File: config.mk
export PLATFORM = sky130hd
export DESIGN_NAME = bridge_mac_table_with_aging
export DESIGN_NICKNAME = d
export VERILOG_FILES = /design/src/rtl/bmt_pkg.sv /design/src/rtl/bmt_ram.sv /design/src/rtl/bmt_dp.sv /design/src/rtl/bmt_ctrl.sv /design/src/rtl/bridge_mac_table_with_aging.sv
export VERILOG_INCLUDE_DIRS = /design/src /design/src/rtl
export SDC_FILE = /design/constraint.sdc
export NUM_CORES = 2
export LEC_CHECK = 0
export BUFFER_PORTS_ARGS = -buffer_cell sky130_fd_sc_hd__buf_2
export CAP_MARGIN = 20
export CORE_MARGIN = 8
export CORE_UTILIZATION = 60
export CTS_CLUSTER_SIZE = 25
export DETAILED_ROUTE_END_ITERATION = 16
export PLACE_DENSITY = 0.76
export SYNTH_ARGS = -nofsm -noshare
export SYNTH_HDL_FRONTEND = slang
export SYNTH_HIERARCHICAL = 1
export SYNTH_MEMORY_MAX_BITS = 65536
export SYNTH_SLANG_ARGS = --single-unit
File: constraint.sdc
create_clock -name clk -period 17 [get_ports clk]
set_input_delay 0.85 -clock clk [delete_from_list [all_inputs] [get_ports clk]]
set_output_delay 0.85 -clock clk [all_outputs]
set_load 0.01 [all_outputs]
File: src/rtl/bridge_mac_table_with_aging_defines.svh
// assertion macros for the bridge address table
// included by the top level only, no other dependencies
`ifndef BRIDGE_MAC_TABLE_WITH_AGING_DEFINES_SVH
`define BRIDGE_MAC_TABLE_WITH_AGING_DEFINES_SVH

`ifndef ASSERT_OFF
// check under reset gating
`define BMT_ASSERT(lbl, clk, rstn, prop) \
    lbl: assert property (@(posedge clk) disable iff (!rstn) prop) \
        else $error("bmt assertion failed");
// check at every edge, reset included
`define BMT_ASSERT_ALWAYS(lbl, clk, prop) \
    lbl: assert property (@(posedge clk) prop) \
        else $error("bmt assertion failed");
`else
`define BMT_ASSERT(lbl, clk, rstn, prop)
`define BMT_ASSERT_ALWAYS(lbl, clk, prop)
`endif

`endif

File: src/rtl/bmt_pkg.sv
// shared types and constants of the bridge address table
// no dependencies
`default_nettype none

package bmt_pkg;

    localparam int TABLE_DEPTH_DEF = 64;
    localparam int LIFE_WIDTH_DEF  = 16;
    localparam int NUM_PORTS       = 8;

    localparam int ADDR_W   = 48;
    localparam int PORT_W   = 3;
    localparam int ACTION_W = 3;
    localparam int MASK_W   = 8;
    localparam int TOUT_W   = 16;
    localparam int ACTP_W   = 4;

    localparam logic [TOUT_W-1:0] TIMEOUT_RESET = 16'd300;
    localparam logic [ACTP_W-1:0] ACTIVE_RESET  = 4'd8;

    // register indexes on the configuration port
    localparam logic REG_TIMEOUT = 1'b0;
    localparam logic REG_ACTIVE  = 1'b1;

    localparam logic [ACTION_W-1:0] ACT_DROP    = 3'd0;
    localparam logic [ACTION_W-1:0] ACT_UNICAST = 3'd1;
    localparam logic [ACTION_W-1:0] ACT_FLOOD   = 3'd2;
    localparam logic [ACTION_W-1:0] ACT_LEARNED = 3'd3;
    localparam logic [ACTION_W-1:0] ACT_FULL    = 3'd4;
    localparam logic [ACTION_W-1:0] ACT_TICK    = 3'd5;

    typedef struct packed {
        logic clr_wr;
        logic cnt_clear;
        logic load_in;
        logic scan_rd;
        logic finish;
    } ctrl_cmd_t;

    typedef struct packed {
        logic cnt_last;
        logic out_free;
    } ctrl_status_t;

endpackage

`default_nettype wire

File: src/rtl/bmt_ram.sv
// generic simple dual-port ram, one write and one registered read
// no dependencies
`default_nettype none

module bmt_ram #(
    parameter int WIDTH = 8,
    parameter int DEPTH = 64,
    parameter int AW    = $clog2(DEPTH)
) (
    input  wire logic             clk,
    input  wire logic             we,
    input  wire logic [AW-1:0]    waddr,
    input  wire logic [WIDTH-1:0] wdata,
    input  wire logic             re,
    input  wire logic [AW-1:0]    raddr,
    output logic      [WIDTH-1:0] rdata
);

    logic [WIDTH-1:0] mem_reg [DEPTH];
    logic [WIDTH-1:0] rdata_reg;

    always_ff @(posedge clk)
    begin
        if (we)
        begin
            mem_reg[waddr] <= wdata;
        end
        if (re)
        begin
            rdata_reg <= mem_reg[raddr];
        end
    end

    assign rdata = rdata_reg;

endmodule

`default_nettype wire

File: src/rtl/bmt_dp.sv
// datapath of the bridge address table: item latch, table ram, scan and result
// depends on bmt_pkg and bmt_ram
`default_nettype none

module bmt_dp #(
    parameter int TABLE_DEPTH = bmt_pkg::TABLE_DEPTH_DEF,
    parameter int LIFE_WIDTH  = bmt_pkg::LIFE_WIDTH_DEF
) (
    input  wire logic                           clk,
    input  wire logic                           rst_n,
    input  wire bmt_pkg::ctrl_cmd_t             cmd,
    output bmt_pkg::ctrl_status_t               status,
    input  wire logic                           req_type,
    input  wire logic [bmt_pkg::ADDR_W-1:0]     dest_addr,
    input  wire logic [bmt_pkg::ADDR_W-1:0]     src_addr,
    input  wire logic [bmt_pkg::PORT_W-1:0]     arrival_port,
    input  wire logic                           is_register,
    input  wire logic [bmt_pkg::ADDR_W-1:0]     registered_addr,
    input  wire logic [bmt_pkg::TOUT_W-1:0]     entry_timeout,
    input  wire logic [bmt_pkg::ACTP_W-1:0]     active_ports,
    input  wire logic                           out_ready,
    output logic                                out_valid,
    output logic      [bmt_pkg::ACTION_W-1:0]   action,
    output logic      [bmt_pkg::MASK_W-1:0]     out_port_mask
);

    localparam int IW        = $clog2(TABLE_DEPTH);
    localparam int LW        = LIFE_WIDTH;
    localparam int PORT_LO   = LW;
    localparam int ADDR_LO   = LW + bmt_pkg::PORT_W;
    localparam int VALID_BIT = ADDR_LO + bmt_pkg::ADDR_W;
    localparam int EW        = VALID_BIT + 1;
    localparam logic [31:0] LIFE_MAX = 32'((64'd1 << LW) - 64'd1);

    // counter shared by the clearing pass and the scans
    logic [IW-1:0] cnt_reg, cnt_next;
    logic          pend_reg;
    logic [IW-1:0] pend_idx_reg;

    // latched item
    logic                          tick_reg;
    logic [bmt_pkg::ADDR_W-1:0]    dest_reg, src_reg, raddr_reg;
    logic [bmt_pkg::PORT_W-1:0]    port_reg;
    logic                          isreg_reg;

    // scan results
    logic                       dst_hit_reg, dst_hit_next;
    logic [bmt_pkg::PORT_W-1:0] dst_port_reg, dst_port_next;
    logic                       src_hit_reg, src_hit_next;
    logic [bmt_pkg::PORT_W-1:0] src_port_reg, src_port_next;
    logic                       ra_hit_reg, ra_hit_next;
    logic [IW-1:0]              ra_idx_reg, ra_idx_next;
    logic                       free_hit_reg, free_hit_next;
    logic [IW-1:0]              free_idx_reg, free_idx_next;

    logic                              out_valid_reg, out_valid_next;
    logic [bmt_pkg::ACTION_W-1:0]      action_reg, action_next;
    logic [bmt_pkg::MASK_W-1:0]        mask_reg, mask_next;

    logic          we;
    logic [IW-1:0] waddr;
    logic [EW-1:0] wdata;
    logic [EW-1:0] rdata;

    logic                       ent_valid;
    logic [bmt_pkg::ADDR_W-1:0] ent_addr;
    logic [bmt_pkg::PORT_W-1:0] ent_port;
    logic [LW-1:0]              ent_life;
    logic [LW-1:0]              start_life;
    logic [31:0]                tout32;
    logic                       learn_go;
    logic [bmt_pkg::ACTP_W-1:0] flood_n;
    logic [bmt_pkg::MASK_W-1:0] flood_mask;

    bmt_ram #(
        .WIDTH (EW),
        .DEPTH (TABLE_DEPTH),
        .AW    (IW)
    ) u_table (
        .clk   (clk),
        .we    (we),
        .waddr (waddr),
        .wdata (wdata),
        .re    (cmd.scan_rd),
        .raddr (cnt_reg),
        .rdata (rdata)
    );

    assign ent_valid = rdata[VALID_BIT];
    assign ent_addr  = rdata[VALID_BIT-1:ADDR_LO];
    assign ent_port  = rdata[ADDR_LO-1:PORT_LO];
    assign ent_life  = rdata[LW-1:0];

    // zero timeout means one tick, too wide saturates
    always_comb
    begin
        tout32 = {16'd0, entry_timeout};
        if (entry_timeout == '0)
        begin
            tout32 = 32'd1;
        end
        if (tout32 > LIFE_MAX)
        begin
            start_life = LIFE_MAX[LW-1:0];
        end
        else
        begin
            start_life = tout32[LW-1:0];
        end
    end

    assign learn_go = cmd.finish && !tick_reg && !dst_hit_reg && !src_hit_reg && isreg_reg
                      && (ra_hit_reg || free_hit_reg);

    // write port: clearing pass, aging write-back, learn
    always_comb
    begin
        we    = 1'b0;
        waddr = cnt_reg;
        wdata = '0;
        if (cmd.clr_wr)
        begin
            we = 1'b1;
        end
        else if (pend_reg && tick_reg && ent_valid)
        begin
            we    = 1'b1;
            waddr = pend_idx_reg;
            if (ent_life <= LW'(1))
            begin
                wdata = {1'b0, ent_addr, ent_port, {LW{1'b0}}};
            end
            else
            begin
                wdata = {1'b1, ent_addr, ent_port, ent_life - LW'(1)};
            end
        end
        else if (learn_go)
        begin
            we    = 1'b1;
            waddr = ra_hit_reg ? ra_idx_reg : free_idx_reg;
            wdata = {1'b1, raddr_reg, port_reg, start_life};
        end
    end

    always_comb
    begin
        cnt_next = cnt_reg;
        if (cmd.cnt_clear)
        begin
            cnt_next = '0;
        end
        else if (cmd.clr_wr || cmd.scan_rd)
        begin
            cnt_next = cnt_reg + IW'(1);
        end
    end

    // first match wins, lowest index first
    always_comb
    begin
        dst_hit_next  = dst_hit_reg;
        dst_port_next = dst_port_reg;
        src_hit_next  = src_hit_reg;
        src_port_next = src_port_reg;
        ra_hit_next   = ra_hit_reg;
        ra_idx_next   = ra_idx_reg;
        free_hit_next = free_hit_reg;
        free_idx_next = free_idx_reg;
        if (cmd.load_in)
        begin
            dst_hit_next  = 1'b0;
            src_hit_next  = 1'b0;
            ra_hit_next   = 1'b0;
            free_hit_next = 1'b0;
        end
        else if (pend_reg)
        begin
            if (ent_valid && ent_addr == dest_reg && !dst_hit_reg)
            begin
                dst_hit_next  = 1'b1;
                dst_port_next = ent_port;
            end
            if (ent_valid && ent_addr == src_reg && !src_hit_reg)
            begin
                src_hit_next  = 1'b1;
                src_port_next = ent_port;
            end
            if (ent_valid && ent_addr == raddr_reg && !ra_hit_reg)
            begin
                ra_hit_next = 1'b1;
                ra_idx_next = pend_idx_reg;
            end
            if (!ent_valid && !free_hit_reg)
            begin
                free_hit_next = 1'b1;
                free_idx_next = pend_idx_reg;
            end
        end
    end

    always_comb
    begin
        flood_n = active_ports;
        if (active_ports > bmt_pkg::ACTP_W'(bmt_pkg::NUM_PORTS))
        begin
            flood_n = bmt_pkg::ACTP_W'(bmt_pkg::NUM_PORTS);
        end
        for (int p = 0; p < bmt_pkg::MASK_W; p++)
        begin
            flood_mask[p] = (bmt_pkg::ACTP_W'(p) < flood_n)
                            && (bmt_pkg::PORT_W'(p) != src_port_reg);
        end
    end

    always_comb
    begin
        if (tick_reg)
        begin
            action_next = bmt_pkg::ACT_TICK;
            mask_next   = '0;
        end
        else if (dst_hit_reg)
        begin
            action_next = bmt_pkg::ACT_UNICAST;
            mask_next   = bmt_pkg::MASK_W'(1) << dst_port_reg;
        end
        else if (src_hit_reg)
        begin
            action_next = bmt_pkg::ACT_FLOOD;
            mask_next   = flood_mask;
        end
        else if (isreg_reg)
        begin
            action_next = (ra_hit_reg || free_hit_reg) ? bmt_pkg::ACT_LEARNED
                                                       : bmt_pkg::ACT_FULL;
            mask_next   = '0;
        end
        else
        begin
            action_next = bmt_pkg::ACT_DROP;
            mask_next   = '0;
        end
    end

    always_comb
    begin
        out_valid_next = out_valid_reg;
        if (cmd.finish)
        begin
            out_valid_next = 1'b1;
        end
        else if (out_ready)
        begin
            out_valid_next = 1'b0;
        end
    end

    always_ff @(posedge clk or negedge rst_n)
    begin
        if (!rst_n)
        begin
            cnt_reg       <= '0;
            pend_reg      <= 1'b0;
            out_valid_reg <= 1'b0;
        end
        else
        begin
            cnt_reg       <= cnt_next;
            pend_reg      <= cmd.scan_rd;
            out_valid_reg <= out_valid_next;
        end
    end

    always_ff @(posedge clk)
    begin
        pend_idx_reg <= cnt_reg;
        if (cmd.load_in)
        begin
            tick_reg  <= req_type;
            dest_reg  <= dest_addr;
            src_reg   <= src_addr;
            port_reg  <= arrival_port;
            isreg_reg <= is_register;
            raddr_reg <= registered_addr;
        end
        dst_hit_reg  <= dst_hit_next;
        dst_port_reg <= dst_port_next;
        src_hit_reg  <= src_hit_next;
        src_port_reg <= src_port_next;
        ra_hit_reg   <= ra_hit_next;
        ra_idx_reg   <= ra_idx_next;
        free_hit_reg <= free_hit_next;
        free_idx_reg <= free_idx_next;
        if (cmd.finish)
        begin
            action_reg <= action_next;
            mask_reg   <= mask_next;
        end
    end

    assign status.cnt_last = (cnt_reg == IW'(TABLE_DEPTH - 1));
    assign status.out_free = !out_valid_reg || out_ready;

    assign out_valid     = out_valid_reg;
    assign action        = action_reg;
    assign out_port_mask = mask_reg;

endmodule

`default_nettype wire

File: src/rtl/bmt_ctrl.sv
// controller of the bridge address table: clearing pass, scan, result hand-off
// depends on bmt_pkg
`default_nettype none

module bmt_ctrl (
    input  wire logic                  clk,
    input  wire logic                  rst_n,
    input  wire logic                  in_valid,
    output logic                       in_ready,
    input  wire bmt_pkg::ctrl_status_t status,
    output bmt_pkg::ctrl_cmd_t         cmd
);

    localparam logic [2:0] S_CLEAR  = 3'd0;
    localparam logic [2:0] S_IDLE   = 3'd1;
    localparam logic [2:0] S_SCAN   = 3'd2;
    localparam logic [2:0] S_DRAIN  = 3'd3;
    localparam logic [2:0] S_DECIDE = 3'd4;

    logic [2:0] state_reg, state_next;

    always_comb
    begin
        state_next = state_reg;
        cmd        = '0;
        in_ready   = 1'b0;
        case (state_reg)
            S_CLEAR:
            begin
                cmd.clr_wr = 1'b1;
                if (status.cnt_last)
                begin
                    cmd.clr_wr    = 1'b1;
                    cmd.cnt_clear = 1'b1;
                    state_next    = S_IDLE;
                end
            end
            S_IDLE:
            begin
                in_ready = 1'b1;
                if (in_valid)
                begin
                    cmd.load_in   = 1'b1;
                    cmd.cnt_clear = 1'b1;
                    state_next    = S_SCAN;
                end
            end
            S_SCAN:
            begin
                cmd.scan_rd = 1'b1;
                if (status.cnt_last)
                begin
                    state_next = S_DRAIN;
                end
            end
            S_DRAIN:
            begin
                // last entry is compared in this cycle
                state_next = S_DECIDE;
            end
            S_DECIDE:
            begin
                if (status.out_free)
                begin
                    cmd.finish = 1'b1;
                    state_next = S_IDLE;
                end
            end
            default:
            begin
                state_next = S_CLEAR;
            end
        endcase
    end

    always_ff @(posedge clk or negedge rst_n)
    begin
        if (!rst_n)
        begin
            state_reg <= S_CLEAR;
        end
        else
        begin
            state_reg <= state_next;
        end
    end

endmodule

`default_nettype wire

File: src/rtl/bridge_mac_table_with_aging.sv
// bridge mac address table with aging, with lookup, flooding, learning and tick aging
// input word on s_t*, one result word on m_t*; registers on an apb-style port
// after reset a clearing pass writes every table entry with s_tready low;
// configuration writes are taken during it
// each word (frame or tick) scans the whole table once through the ram read port; after
// the scan and a drain state the result is loaded when the output register is free,
// and the next word can be taken in the cycle after the result is loaded
// a tick ages every valid entry by one in the same scan, writing back behind the read
// the result sits in an output register; a stalled receiver holds it, the next word
// can still be accepted and scanned, and only its result load waits for m_tready
// depends on bmt_pkg, bmt_ctrl, bmt_dp, bmt_ram and the defines header
`default_nettype none

`include "bridge_mac_table_with_aging_defines.svh"

module bridge_mac_table_with_aging #(
    parameter int TABLE_DEPTH = bmt_pkg::TABLE_DEPTH_DEF,
    parameter int LIFE_WIDTH  = bmt_pkg::LIFE_WIDTH_DEF
) (
    input  wire logic         clk,
    input  wire logic         rst_n,
    input  wire logic         s_tvalid,
    output logic              s_tready,
    // dest_addr[47:0], src_addr[95:48], arrival_port[98:96], registered_addr[146:99]
    input  wire logic [151:0] s_tdata,
    // req_type[0], is_register[1]
    input  wire logic [1:0]   s_tuser,
    output logic              m_tvalid,
    input  wire logic         m_tready,
    // out_port_mask[7:0]
    output logic      [7:0]   m_tdata,
    // action[2:0]
    output logic      [2:0]   m_tuser,
    input  wire logic         psel,
    input  wire logic         penable,
    input  wire logic         pwrite,
    input  wire logic [2:0]   paddr,
    input  wire logic [31:0]  pwdata,
    output logic      [31:0]  prdata,
    output logic              pready
);

    bmt_pkg::ctrl_cmd_t    cmd;
    bmt_pkg::ctrl_status_t status;

    logic [bmt_pkg::TOUT_W-1:0] timeout_reg;
    logic [bmt_pkg::ACTP_W-1:0] active_reg;
    logic                       cfg_wr;
    logic                       unicast_out;
    logic                       tick_out;

    assign pready = 1'b1;
    assign cfg_wr = psel && penable && pwrite;

    always_ff @(posedge clk or negedge rst_n)
    begin
        if (!rst_n)
        begin
            timeout_reg <= bmt_pkg::TIMEOUT_RESET;
            active_reg  <= bmt_pkg::ACTIVE_RESET;
        end
        else if (cfg_wr)
        begin
            if (paddr[2] == bmt_pkg::REG_TIMEOUT)
            begin
                timeout_reg <= pwdata[bmt_pkg::TOUT_W-1:0];
            end
            else
            begin
                active_reg <= pwdata[bmt_pkg::ACTP_W-1:0];
            end
        end
    end

    assign prdata = (paddr[2] == bmt_pkg::REG_ACTIVE) ? {28'd0, active_reg}
                                                      : {16'd0, timeout_reg};

    bmt_ctrl u_ctrl (
        .clk      (clk),
        .rst_n    (rst_n),
        .in_valid (s_tvalid),
        .in_ready (s_tready),
        .status   (status),
        .cmd      (cmd)
    );

    bmt_dp #(
        .TABLE_DEPTH (TABLE_DEPTH),
        .LIFE_WIDTH  (LIFE_WIDTH)
    ) u_dp (
        .clk             (clk),
        .rst_n           (rst_n),
        .cmd             (cmd),
        .status          (status),
        .req_type        (s_tuser[0]),
        .dest_addr       (s_tdata[47:0]),
        .src_addr        (s_tdata[95:48]),
        .arrival_port    (s_tdata[98:96]),
        .is_register     (s_tuser[1]),
        .registered_addr (s_tdata[146:99]),
        .entry_timeout   (timeout_reg),
        .active_ports    (active_reg),
        .out_ready       (m_tready),
        .out_valid       (m_tvalid),
        .action          (m_tuser),
        .out_port_mask   (m_tdata)
    );

    assign unicast_out = m_tvalid && (m_tuser == bmt_pkg::ACT_UNICAST);
    assign tick_out    = m_tvalid && (m_tuser == bmt_pkg::ACT_TICK);

    // one word at a time: no second acceptance straight after one
    `BMT_ASSERT(a_one_at_a_time, clk, rst_n, (s_tvalid && s_tready) |=> !s_tready)
    // a unicast goes to exactly one port
    `BMT_ASSERT(a_unicast_onehot, clk, rst_n, unicast_out |-> $onehot(m_tdata))
    // a tick result carries no ports
    `BMT_ASSERT(a_tick_no_mask, clk, rst_n, tick_out |-> (m_tdata == 8'd0))
    // nothing is offered or taken while in reset
    `BMT_ASSERT_ALWAYS(a_reset_quiet, clk, !rst_n |-> (!m_tvalid && !s_tready))

endmodule

`default_nettype wire
; ---- Word-level counts from Yosys, hierarchy flattened
; Memory sizes are Yosys's and may differ from the RTL's. A register that Yosys moved wholly into a read port is not among the register bits.
; Index checks and enable logic that the tools add are counted.
[op_classes]
bitwise = 2
addsub = 2
div_mod_pow = 0
order_cmp = 11
muxes = 41
n_reduce_logical = 51
eq_ne = 19
n_shift = 1
n_mul = 0
[op_table]
columns = cell, n
row1 = 2-to-1 mux 68 bit, 4
row2 = == test 48 bit, 3
row3 = 2-to-1 mux 16 bit, 3
row4 = 2-to-1 mux 6 bit, 6
row5 = logical AND 1 bit, 24
row6 = 2-to-1 mux 3 bit, 8
row7 = "> comparator 16 bit, second input constant", 1
row8 = "less-or-equal comparator 16 x 1 -> 1 bit, second input constant", 1
row9 = logical NOT 16 bit, 1
row10 = "less-than comparator 3 x 4 -> 1 bit, first input constant", 4
row11 = 2-to-1 mux 8 bit, 2
row12 = "subtractor 16 x 1 -> 16 bit, second input constant", 1
row13 = one-hot mux 3 bit (5 select lines), 1
row14 = 2-to-1 mux 1 bit, 14
row15 = "inequality test 3 bit, first input constant", 4
row16 = AND reduction 2 bit, 6
row17 = AND reduction 3 bit, 4
row18 = "less-than comparator 1 x 4 -> 1 bit, first input constant", 2
row19 = "less-than comparator 2 x 4 -> 1 bit, first input constant", 2
row20 = "inequality test 2 bit, second input constant", 4
row21 = "left shift 1 x 3 -> 8 bit, first input constant", 1
row22 = logical NOT 1 bit, 7
row23 = "adder 6 x 1 -> 6 bit, second input constant", 1
row24 = "== test 3 x 2 -> 1 bit, second input constant", 2
row25 = 16 further kinds, 21
[totals]
latchBits = 0
romBits = 0
output_inout_bits = 46
in_bits = 196
mem_count = 1
wordCells = 152
ram_bits = 4352
register_bits = 219
[mem_list]
columns = name, depth, word_bits, read_ports, rd_clocked_by_memory_dff, write_ports, line_no
row1 = u_dp.u_table.mem_reg, 64, 68, 1, 1, 1, bmt_ram.sv:19  ; logic [WIDTH-1:0] mem_reg [DEPTH];

; ---- Depth between registers and ports, before layout
[depth]
word_depth = 14
ltp_mapped = 11

; ---- Hierarchy
; Netlist, hierarchy kept.
[modules_own_cells]
columns = module, cells_each, n_inst, area_each_um2
row1 = bmt_ram, 7077, 1, 166195.6
row2 = bmt_dp, 791, 1, 9396.5
row3 = bridge_mac_table_with_aging, 80, 1, 1081.0
row4 = bmt_ctrl, 23, 1, 217.7

; ---- Worst setup path before layout
; No wires, ideal clock.
[synth_timing]
path_kind = in2reg
start = input s_tvalid
end = register u_dp.free_idx_reg[0] (enable)
required_time_ns = 16.019
path_buffers = 0
arrival_time_ns = 12.670
path_stages = 3
setup_slack_ns = 3.349
path_cell_list = nand2_1 > nor3_1 > nor4b_1
[synth_lines]
columns = item, line_no
row1 = "start, declared", bridge_mac_table_with_aging.sv:22  ; input wire logic s_tvalid,
row2 = "end signal, assigned", bmt_dp.sv:294  ; free_idx_reg <= free_idx_next;
row3 = "end, declared", bmt_dp.sv:54  ; logic [IW-1:0] free_idx_reg, free_idx_next;

==> impl_results.md <==
* Run status: finished clean
* Max VDD drop at 0.000109 V
* Delay-heaviest family, CP: simple AND/OR/NAND/NOR gates
* Max incr delay on CP at 1.03 ns
* List of cells traversed by the critical path: nor4bb_4, and3_1, o21bai_4, buf_4, o21ai_1, nand4_1, nor2_4, buf_4, buf_4
* Inserted Clock Buffers at 443
* H-tree levels at 5
* Chip Height at 559 µm
* Required arrival time at the worst endpoint at 17.55 ns
* Top-count cell post-synth: edfxtp_1
* Max FFs per register at 4352
* Nets at 8745
* Transition time at the pin with the least slew margin at about 1.3 ns
* HPWL after detailed placement at around 280 mm
* Vias in the first global route at around 93k
* Kind of start point of the critical path: flip-flop
* Switching part of the total power at 0.193
* Setup repair after global routing missed its margin: no
* Chip width at 559 µm
* Setup-failing EPs final at 0
* Period minus WS final at around 7.3 ns
* Clk pin slew, worst setup/hold paths at 0.06 ns
* Netlist area before placement at about 180000 µm²
* Antenna-violating nets left at 0
* Met2 Use GR at 0.491
* Remaining routing DRC violations at 0
* Fraction of layout cells with a size suffix above 1 at 0.268
* Post-route clock skew at just over 0.08 ns
* IO buf count at 201
* Clock tree from TritonCTS: built
* Internal power at 18.1 mW
* Area delta synth->final at 12.9%
* Part of the power in registers at 0.554
* Non-filler cells in the finished layout at 12.9k
* Source-to-sink clock delay at the later pin of the worst-skew pair at 0.99 ns
* Total die area at 312000 µm²
* Worst Hold Class: input port to flip-flop
* WL final at 511 mm
* Count of boundary I/O pins at 242
* CTS-repair resized insts at 0
* Std cell rows at 199
* Flop and latch count out of synthesis at around 4.6k
* DRT Pass-1 Iters at 9
* Average cell area after synthesis at around 22 µm²
* Worst setup path category: flip-flop to flip-flop
* Final weighted congestion of routability-driven global placement at 0.869
* Final Hold Viols at 0
* Post-route worst setup slack at 9.71 ns
* Cell mode on critical path: buf_4
* Most instantiated cells after synthesis: edfxtp_1, mux4_2, o22ai_1, clkbuf_1, nand2_1
* Final Cycle Share at 0.429
* Pin count of the biggest net entering global routing at 133
* Number of distinct library cells after synthesis at 71
* TritonCTS Sinks at about 4.6k
* Placed insts at 11.9k
* Post-synthesis instance total at ~8.0k
* Power consumption at 22.4 mW
* Yosys top cell area share at 0.781
* Total gr overflow at 0
* First-pass GRT wire length at 707 mm
* Biggest fanout along the worst timing path at 30
* Nature of the critical path endpoint: flip-flop
* Buffer and inverter count on the worst path at 3
* GR Util All Layers at 0.321
* Highest achievable clock rate at 137 MHz
* Max Cap Viol at 0
* Pins Over Slew Limit at 0
* Met1 track utilization from global routing at 0.400
* Placement Setup Slack at 9.38 ns
* Pwr/cell area at 112 nW/µm²
* Drt initial violations at 15.2k
* Final Util at 0.680
* Deepest clock path buffer count at 4
* Clock tree root driver cell: clkbuf_16
* Warnings, synthesis at 6
* Vias at 92.7k
* Combinational share of power at 0.003
* Clock group share of total power at 0.443
* Worst path slowest cell: nor2_4
* Sum Neg Setup Slack at 0 ns
* Leakage dissipation at 49.1 nW
* Arrival time at the worst endpoint at 7.84 ns
* Predominant post-synthesis flop cell: edfxtp_1
* Met3 global-route usage at 0.105
* Initial antenna violation count at 28
* Post-CTS repair timing setup buffer count at 0
* WL per Instance at 39.8 µm
* Worst-case headroom to the max-slew limit at 0.160
* Top cell type by total area after synthesis: edfxtp_1
* Power spent charging and discharging nets at 4.34 mW
* Global routing's busiest layer: met2
* Initial standard-cell utilization of the core at 0.603
* EDFF count, synth at 4598
* Share of flip-flops with an asynchronous set or reset at 0.00668
* Proportion of synthesized chip area in sequential cells at 0.786
* Vias per std cell at 7.21
* Area of the placeable core at 294000 µm²
* Largest cells by area after synthesis: edfxtp_1, mux4_2, o22ai_1
-- worst reg2reg max path, delay by kind of cell, from the launching register on --
kind / cells / cell delay [ns]
AND/OR/NAND/NOR: 4 / 3.62
buffers and inverters: 3 / 1.87
flip-flops: 1 / 0.53
AO/OA/AOI/OAI: 2 / 0.79
-- timing repair --
item / 4_1_cts / 5_1_grt
setup endpoints to repair: 0 / 0
hold endpoints to repair: 65 / 0
hold buffers: 65 / 0
-- power by group through the flow --
stage	Clock [mW]	Combinational, mW	Sequential, mW
floorplan	0	0.0326	12.6
global placement	0	0.0615	12.7
detailed placement	0	0.0627	12.7
CTS	9.96	0.0748	12.4
global route	10.4	0.0822	12.4
finish	9.93	0.0762	12.4
-- cells by family after synthesis --
group,share of synthesized area
XOR/XNOR,0.00748
buffers and inverters,0.0145
adder cells (fa/ha/maj),0.000212
other,0.0000425
AND/OR/NAND/NOR,0.0207
flip-flops,0.786
AO/OA/AOI/OAI,0.0302
multiplexers,0.141
-- path summary, 6_finish.rpt --
kind | startpoint | to | slack, ns | depth (start not counted)
max in group asynchronous | rst_n | u_dp/cnt_reg[3] | 16.17 | 1
worst max register to register | u_ctrl/state_reg[1] | u_dp/u_table/mem_reg[7][28] | 9.71 | 9
worst min register to register | u_dp/pend_idx_reg[3] | u_dp/ra_idx_reg[3] | 0.47 | 0
worst min-delay path | s_tdata[7] | u_dp/dest_reg[7] | 0.03 | 1
worst max-delay path | u_ctrl/state_reg[1] | u_dp/u_table/mem_reg[7][28] | 9.71 | 9
min in group asynchronous | rst_n | timeout_reg[0] | 0.06 | 1
-- final cells by class --
class                           count  area [µm²]
Multi-Input combinational cell   2865       36700
Clock buffer                      542       11600
Timing Repair Buffer              577        4400
Tap cell                         3919        4900
Fill cell                       17000       93800
Clock inverter                    282        2900
Sequential cell                  4639      139000
Antenna cell                       18        45.0
Inverter                           20        76.3
-- routing by layer --
| layer | part of all wire | wire [µm] | up-vias |
|---|---|---|---|
| met4 | 0.076 | 39100 | 18 |
| met2 | 0.46 | 233000 | 8281 |
| met5 | 0.00025 | 128 | - |
| met1 | 0.32 | 162000 | 47700 |
| met3 | 0.15 | 77100 | 1725 |
| li1 | - | - | 35000 |
-- cells in the final DEF, fill, tap and decap left out, types with 51 or more instances in the layout --
cell type,netlist,routed
clkinv_1,0,103
xnor2_1,91,91
nand2_1,148,138
buf_4,85,273
mux4_2,1031,1031
nor3_1,114,109
o22a_1,56,56
a21oi_4,0,52
dlygate4sd3_1,0,65
bufinv_16,0,51
nor2b_1,99,97
xor2_1,60,60
o22ai_1,374,374
clkbuf_1,208,90
a22oi_1,70,70
a211oi_1,114,111
clkinv_2,0,76
edfxtp_1,4598,4598
buf_2,88,207
nor2_4,0,72
nor2_1,133,60
clkbuf_16,0,452
mux2i_1,136,136
nor4_1,78,76
-- stage by stage --
step	hold WS [ns]	area, µm²
2_1_floorplan	0.413	177000
3_5_place_dp	0.456	184000
5_1_grt	0.0189	200000
3_3_place_gp	0.436	184000
4_1_cts	0.000167	199000
6_report	0.0333	200000
Power figures use the tool's default switching activity.
